[config.mk]
export PLATFORM = sky130hd
export DESIGN_NAME = unsigned_to_ascii_dec_hex
export DESIGN_NICKNAME = d
export VERILOG_FILES = /design/src/sv/u2a_pkg.sv /design/src/sv/u2a_bcd.sv /design/src/sv/u2a_emit.sv /design/src/sv/unsigned_to_ascii_dec_hex.sv
export SDC_FILE = /design/constraint.sdc
export NUM_CORES = 1
export LEC_CHECK = 0
export BUFFER_PORTS_ARGS = -buffer_cell sky130_fd_sc_hd__clkbuf_2
export CAP_MARGIN = 15
export CORE_MARGIN = 3
export CORE_UTILIZATION = 46
export CTS_CLUSTER_SIZE = 30
export DETAILED_ROUTE_END_ITERATION = 16
export GPL_ROUTABILITY_DRIVEN = 0
export PLACE_DENSITY = 0.66
export SLEW_MARGIN = 20
export SYNTH_ARGS = -nofsm -noshare
export SYNTH_HDL_FRONTEND = slang
export SYNTH_HIERARCHICAL = 1
export SYNTH_SLANG_ARGS = --single-unit
[constraint.sdc]
create_clock -name clk -period 2.7 [get_ports clk]
set_input_delay 0 -clock clk [delete_from_list [all_inputs] [get_ports clk]]
set_output_delay 0 -clock clk [all_outputs]
set_load 0.01 [all_outputs]
[src/sv/u2a_pkg.sv]
// ----------------------------------------------------------------------------
// u2a_pkg
// Shared constants, types and helpers for the number-to-text converter.
// ----------------------------------------------------------------------------
package u2a_pkg;

  localparam int VALUE_WIDTH = 32;
  localparam int HEX_DIGITS  = 8;

  // decimal digits needed for 2^VALUE_WIDTH-1 (1233/4096 ~ log10(2))
  localparam int DEC_DIGITS = (VALUE_WIDTH * 1233) / 4096 + 1;
  localparam int NIBBLES    = (VALUE_WIDTH + 3) / 4;
  localparam int HEX_LEN    = (NIBBLES > HEX_DIGITS) ? NIBBLES : HEX_DIGITS;
  localparam int MAX_DIGITS = (DEC_DIGITS > HEX_LEN) ? DEC_DIGITS : HEX_LEN;

  localparam int BCD_W = DEC_DIGITS * 4;
  localparam int DIG_W = MAX_DIGITS * 4;
  localparam int REM_W = $clog2(MAX_DIGITS + 1);
  localparam int CNT_W = $clog2(VALUE_WIDTH + 1);

  localparam logic [6:0] CHAR_ZERO = 7'h30;
  localparam logic [6:0] CHAR_X    = 7'h78;
  localparam logic [6:0] CHAR_A    = 7'h61;

  typedef struct packed {
    logic load;
    logic hex;
  } emit_cmd_t;

  function automatic logic [6:0] nib_to_char(input logic [3:0] n);
    logic [6:0] c;
    c = (n < 4'd10) ? (CHAR_ZERO + 7'(n)) : (CHAR_A + 7'(n) - 7'd10);
    return c;
  endfunction

endpackage

[src/sv/u2a_bcd.sv]
// ----------------------------------------------------------------------------
// u2a_bcd
// Bit-serial binary to BCD converter (shift and add-3), one bit per cycle.
// ----------------------------------------------------------------------------
module u2a_bcd (
  input  logic                              clk,
  input  logic                              rst_n,
  input  logic                              start,
  input  logic [u2a_pkg::VALUE_WIDTH-1:0]   value,
  output logic                              done,
  output logic [u2a_pkg::BCD_W-1:0]         bcd
);
  import u2a_pkg::*;

  logic [VALUE_WIDTH-1:0] sh_r, sh_nxt;
  logic [BCD_W-1:0]       bcd_r, bcd_nxt;
  logic [CNT_W-1:0]       cnt_r, cnt_nxt;
  logic                   busy_r, busy_nxt;
  logic                   done_r, done_nxt;
  logic [BCD_W-1:0]       adj;

  always_comb begin
    logic [3:0] d;
    d = '0;
    for (int i = 0; i < DEC_DIGITS; i++) begin
      d = bcd_r[i*4 +: 4];
      adj[i*4 +: 4] = (d >= 4'd5) ? (d + 4'd3) : d;
    end
  end

  always_comb begin
    sh_nxt   = sh_r;
    bcd_nxt  = bcd_r;
    cnt_nxt  = cnt_r;
    busy_nxt = busy_r;
    done_nxt = 1'b0;
    if (start) begin
      sh_nxt   = value;
      bcd_nxt  = '0;
      cnt_nxt  = CNT_W'(VALUE_WIDTH);
      busy_nxt = 1'b1;
    end else if (busy_r) begin
      sh_nxt  = sh_r << 1;
      bcd_nxt = {adj[BCD_W-2:0], sh_r[VALUE_WIDTH-1]};
      cnt_nxt = cnt_r - 1'b1;
      if (cnt_r == CNT_W'(1)) begin
        busy_nxt = 1'b0;
        done_nxt = 1'b1;
      end
    end
  end

  always_ff @(posedge clk) begin
    if (!rst_n) begin
      busy_r <= 1'b0;
      done_r <= 1'b0;
    end else begin
      busy_r <= busy_nxt;
      done_r <= done_nxt;
    end
    sh_r  <= sh_nxt;
    bcd_r <= bcd_nxt;
    cnt_r <= cnt_nxt;
  end

  assign done = done_r;
  assign bcd  = bcd_r;

  a_no_restart: assert property (@(posedge clk) disable iff (!rst_n)
    start |-> !busy_r) else $error("conversion restarted while busy");
  a_done_idle: assert property (@(posedge clk) disable iff (!rst_n)
    done_r |-> !busy_r) else $error("done raised while still shifting");
  a_cnt_live: assert property (@(posedge clk) disable iff (!rst_n)
    busy_r |-> cnt_r != '0) else $error("bit counter ran out while busy");

endmodule

[src/sv/u2a_emit.sv]
// ----------------------------------------------------------------------------
// u2a_emit
// Character serializer: shifts out one digit per cycle while the output is not
// stalled, skips leading zeros, adds the hex prefix and holds each character in an output register.
// ----------------------------------------------------------------------------
module u2a_emit (
  input  logic                        clk,
  input  logic                        rst_n,
  input  u2a_pkg::emit_cmd_t          cmd,
  input  logic [u2a_pkg::DIG_W-1:0]   digits,
  output logic                        busy,
  output logic                        out_valid,
  input  logic                        out_stall,
  output logic [6:0]                  out_char_code,
  output logic                        out_last_char
);
  import u2a_pkg::*;

  logic [DIG_W-1:0] dig_r, dig_nxt;
  logic [REM_W-1:0] rem_r, rem_nxt;
  logic [REM_W-1:0] min_r, min_nxt;
  logic             pfx0_r, pfx0_nxt;
  logic             pfxx_r, pfxx_nxt;
  logic             busy_r, busy_nxt;
  logic             ov_r, ov_nxt;
  logic [6:0]       oc_r, oc_nxt;
  logic             ol_r, ol_nxt;
  logic [3:0]       nib;
  logic             pfx_act, skip, free, emit;

  assign nib     = dig_r[DIG_W-1 -: 4];
  assign pfx_act = pfx0_r | pfxx_r;
  assign skip    = busy_r && !pfx_act && (nib == 4'd0) && (rem_r > min_r);
  assign free    = !ov_r || !out_stall;
  assign emit    = busy_r && free && !skip;

  always_comb begin
    dig_nxt  = dig_r;
    rem_nxt  = rem_r;
    min_nxt  = min_r;
    pfx0_nxt = pfx0_r;
    pfxx_nxt = pfxx_r;
    busy_nxt = busy_r;
    ov_nxt   = ov_r;
    oc_nxt   = oc_r;
    ol_nxt   = ol_r;
    if (ov_r && !out_stall) begin
      ov_nxt = 1'b0;
    end
    if (cmd.load) begin
      dig_nxt  = digits;
      rem_nxt  = cmd.hex ? REM_W'(HEX_LEN) : REM_W'(DEC_DIGITS);
      min_nxt  = cmd.hex ? REM_W'(HEX_DIGITS) : REM_W'(1);
      pfx0_nxt = cmd.hex;
      pfxx_nxt = cmd.hex;
      busy_nxt = 1'b1;
    end else if (skip) begin
      dig_nxt = dig_r << 4;
      rem_nxt = rem_r - 1'b1;
    end else if (emit) begin
      ov_nxt = 1'b1;
      ol_nxt = 1'b0;
      if (pfx0_r) begin
        oc_nxt   = CHAR_ZERO;
        pfx0_nxt = 1'b0;
      end else if (pfxx_r) begin
        oc_nxt   = CHAR_X;
        pfxx_nxt = 1'b0;
      end else begin
        oc_nxt  = nib_to_char(nib);
        ol_nxt  = (rem_r == REM_W'(1));
        dig_nxt = dig_r << 4;
        rem_nxt = rem_r - 1'b1;
        // inner zeros are printed once a digit is out
        min_nxt = rem_r;
        if (rem_r == REM_W'(1)) begin
          busy_nxt = 1'b0;
        end
      end
    end
  end

  always_ff @(posedge clk) begin
    if (!rst_n) begin
      busy_r <= 1'b0;
      ov_r   <= 1'b0;
      pfx0_r <= 1'b0;
      pfxx_r <= 1'b0;
    end else begin
      busy_r <= busy_nxt;
      ov_r   <= ov_nxt;
      pfx0_r <= pfx0_nxt;
      pfxx_r <= pfxx_nxt;
    end
    dig_r <= dig_nxt;
    rem_r <= rem_nxt;
    min_r <= min_nxt;
    oc_r  <= oc_nxt;
    ol_r  <= ol_nxt;
  end

  assign busy          = busy_r;
  assign out_valid     = ov_r;
  assign out_char_code = oc_r;
  assign out_last_char = ol_r;

  a_load_idle: assert property (@(posedge clk) disable iff (!rst_n)
    cmd.load |-> !busy_r) else $error("new text loaded while emitting");
  a_rem_live: assert property (@(posedge clk) disable iff (!rst_n)
    busy_r |-> rem_r != '0) else $error("digit count empty while busy");
  a_last_ends: assert property (@(posedge clk) disable iff (!rst_n)
    (emit && !pfx_act && rem_r == REM_W'(1)) |=> (!busy_r && ov_r && ol_r))
    else $error("final digit did not close the text");

endmodule

[src/sv/unsigned_to_ascii_dec_hex.sv]
// ----------------------------------------------------------------------------
// unsigned_to_ascii_dec_hex
// Converts an unsigned number to ASCII decimal or 0x-prefixed hex text,
// one character per output transfer, most significant character first.
// ----------------------------------------------------------------------------
// path: hex digits load the serializer straight from the input transfer;
//   decimal digits come from the bit-serial BCD converter, then leading zeros are skipped
// throughput: one char per cycle unless out_stall holds it; a new input transfer
//   is taken once the last char of the previous number sits in the output
//   register
// reset: synchronous active-low rst_n returns to idle with no output pending
module unsigned_to_ascii_dec_hex (
  input  logic                              clk,
  input  logic                              rst_n,
  input  logic                              in_valid,
  output logic                              in_stall,
  input  logic                              in_func,
  input  logic [u2a_pkg::VALUE_WIDTH-1:0]   in_value,
  output logic                              out_valid,
  input  logic                              out_stall,
  output logic [6:0]                        out_char_code,
  output logic                              out_last_char
);
  import u2a_pkg::*;

  typedef enum logic {S_IDLE, S_CONV} state_t;

  state_t           state_r, state_nxt;
  logic             in_xfer;
  logic             bcd_start;
  logic             bcd_done;
  logic [BCD_W-1:0] bcd_val;
  logic             emit_busy;
  emit_cmd_t        cmd;
  logic [DIG_W-1:0] digits;
  logic [DIG_W-1:0] hex_dig;
  logic [DIG_W-1:0] dec_dig;

  assign in_stall  = (state_r != S_IDLE) || emit_busy;
  assign in_xfer   = in_valid && !in_stall;
  assign bcd_start = in_xfer && !in_func;

  assign hex_dig = DIG_W'(in_value) << ((MAX_DIGITS - HEX_LEN) * 4);
  assign dec_dig = DIG_W'(bcd_val) << ((MAX_DIGITS - DEC_DIGITS) * 4);

  always_comb begin
    cmd.load = (in_xfer && in_func) || bcd_done;
    cmd.hex  = !bcd_done;
    digits   = bcd_done ? dec_dig : hex_dig;
  end

  always_comb begin
    state_nxt = state_r;
    case (state_r)
      S_IDLE: begin
        if (bcd_start) begin
          state_nxt = S_CONV;
        end
      end
      S_CONV: begin
        if (bcd_done) begin
          state_nxt = S_IDLE;
        end
      end
      default: state_nxt = S_IDLE;
    endcase
  end

  always_ff @(posedge clk) begin
    if (!rst_n) begin
      state_r <= S_IDLE;
    end else begin
      state_r <= state_nxt;
    end
  end

  u2a_bcd u_bcd (
    .clk   (clk),
    .rst_n (rst_n),
    .start (bcd_start),
    .value (in_value),
    .done  (bcd_done),
    .bcd   (bcd_val)
  );

  u2a_emit u_emit (
    .clk           (clk),
    .rst_n         (rst_n),
    .cmd           (cmd),
    .digits        (digits),
    .busy          (emit_busy),
    .out_valid     (out_valid),
    .out_stall     (out_stall),
    .out_char_code (out_char_code),
    .out_last_char (out_last_char)
  );

endmodule

==> out/qor.csv <==
metric,value,unit
slowest_stage,o21ai_4,
gr-usage-all-layers,17.2,%
synth_seq_cells,141,
drive_gt1_share,29.9,%
cap_viol_max_count,0,
cts.sinks,141,
fin_crit_sh,87.2,%
first_global_vias,5102,
crit_path_end_kind,flop,
place_ws,0.0801,ns
synth-edff-count,88,
synth.avg_cell_area,11.7,sq um
wl_per_cell,15.8,um
setup_viol,0,
die_w,134,um
synth_flop_cell,edfxtp_1,
yosysTopAreaCellShare,35.1,%
critPathLaunch,u_emit/busy$_SDFFE_PN0P_,
postCtsResizedCells,0,
critPathRequiredTime,2.80,ns
grt_overflow,0,
grt_pass1_wl,24900,um
finalWorstPathRequiredPeriod,2.35,ns
grt_max_degree,50,
worstMarginPinSlew,0.684,ns
synthTopCellsByArea,"edfxtp_1, dfxtp_1, mux2_2, mux2_4, ha_1",
fp-row-count,46,
die_area,17900,sq um
synthCells,644,
core,15900,sq um
tritoncts,built,
synth_cell_type_count,56,
async_reset_ff_share,0,%
r2r_start,u_emit/busy$_SDFFE_PN0P_,
leakage,3.33,nW
cts_buffers,17,
placedInstanceArea,7960,sq um
clock.fmax,0.425,GHz
cts_buffer_depth,2,
final.setup.tns,0,ns
drt_iter0_markers,441,
worstPathCellList,or2_2 -> o21ai_4 -> clkinv_1 -> nand3_2 -> buf_12,
worst_slack,0.345,ns
die_y,134,um
root_buffer,clkbuf_16,
start_util,47.2,%
min_path_type,in2reg,
slowest_delay,0.41,ns
powerDensity,837,nW/um^2
critPathKind,reg2reg,
worstHoldStart,in_func,
synth_top_area_cell,edfxtp_1,
slew_viol_final,0,
syn_area,7530,sq um
fin_area,8930,sq um
finalNonFillerCells,955,
skew,0.00807,ns
vias,5137,
routed_wl,15100,um
slew_headroom,54.4,%
final_cell_mix,"edfxtp_1, mux2_2, dfxtp_1, inv_1, clkbuf_2",
crit_fanout,44,
start_kind,flop,
utilization,56.0,%
seq_area_frac_synth,49.2,%
io_pins,47,
rsz0062_at_grt,no,
drc,0,
synthesis.nets,711,
place_hpwl,9890,um
dp_cells,888,
final_common_cell,edfxtp_1,
status,finished clean,
clk_pin_slew_worst_paths,0.06,ns
diodes,0,
finalHoldViolCount,0,
viasPerCell,5.38,
place.port_buffers,46,
antenna_found_initial,0,
nets,793,
yosys_warnings,6,
firstDrtPassIters,5,
area_growth,18.7,%
arrival,2.46,ns
clk_latency,0.42,ns
peakVddDrop,0.000548,V
antenna_left,0,
ctsHtreeMaxLevel,4,
cell type report:
| type | count | area [sq um] |
|---|---|---|
| Fill cell | 1334 | 7010 |
| Clock buffer | 18 | 429 |
| Timing Repair Buffer | 91 | 678 |
| Sequential cell | 141 | 3710 |
| Tap cell | 216 | 270 |
| Multi-Input combinational cell | 424 | 3470 |
| Clock inverter | 14 | 193 |
| Inverter | 51 | 191 |
metal layers:
layer  part of all wire [%]  vias to the layer above  routed length, um  track usage, %
met5                      0                        -                  0               0
met4                    1.5                        0                228            7.14
met3                    3.8                       20                581            3.04
met2                     48                      126               7290            28.2
met1                     46                     2435               7030            22.6
li1                       -                     2556                  -               -
worst max-delay path: cells and delay by family, from the launching register on:
kind / cells / cell delay (ns)
simple gates: 2 / 0.57
buf+inv: 2 / 0.65
flops: 1 / 0.38
compound gates: 1 / 0.41
power by group:
| part | internal, mW | switching (mW) |
|---|---|---|
| logic | 0.837 | 0.961 |
| registers | 2.78 | 0.446 |
| clock network | 1.55 | 0.906 |
through the flow:
step | total power, mW | hold WS, ns
global route | 7.93 | 0.0847
finish | 7.48 | 0.0724
global placement | 4.86 | 0.325
CTS | 7.52 | 0.0628
detailed placement | 4.99 | 0.322
floorplan | 4.53 | 0.114
state kept, by name, indices dropped and copies added (netlist names), 4 cells and up:
name	flops
u_bcd/bcd	40
u_emit/dig_r	40
u_bcd/sh_r	32
u_emit/out_char_code	7
u_bcd/cnt_r	6
u_emit/min_r	4
u_emit/rem_r	4
repair_timing:
action	in CTS	in global routing
hold endpoints to repair	39	0
endpoints found under the setup margin	0	48
setup buffers	0	0
hold buffers	34	0
path summary, 6_finish.rpt:
kind                                   endpoint  slack [ns]  depth (start not counted)
hold / removal      u_bcd/cnt_r[4]$_SDFFE_PP0P_        0.07                          4
setup / recovery  u_emit/dig_r[1]$_SDFFCE_PN0P_        0.35                          5
setup reg to reg  u_emit/dig_r[1]$_SDFFCE_PN0P_        0.35                          5
hold reg to reg      u_bcd/bcd[39]$_SDFFE_PP0P_        0.49                          2
cell families after synthesis:
group,count (synthesis),share of synthesized area [%]
compound gates,138,12.7
xor+xnor,8,0.931
fa+ha+maj,30,4.99
buf+inv,80,5.24
flops,141,49.2
mux,101,16.6
other cells,1,0.0498
simple gates,145,10.3
Yosys cell counts, types with 3 or more instances:
cell and number:
a21bo_2 9, a21oi_1 38, a311oi_2 9, and2_1 14
buf_12 3, buf_2 18, clkbuf_1 3, dfxtp_1 53
edfxtp_1 88, ha_1 30, inv_1 50, mux2_2 68
mux2_4 31, nand2_1 30, nand3_1 13, nand4_1 11
nor2_1 34, nor2b_1 4, nor3_1 13, o21ai_0 24
o21ai_1 16, o22a_1 9, o22ai_1 9, o32ai_1 9
or3_1 9, xnor2_1 6
Power figures use the tool's default switching activity.
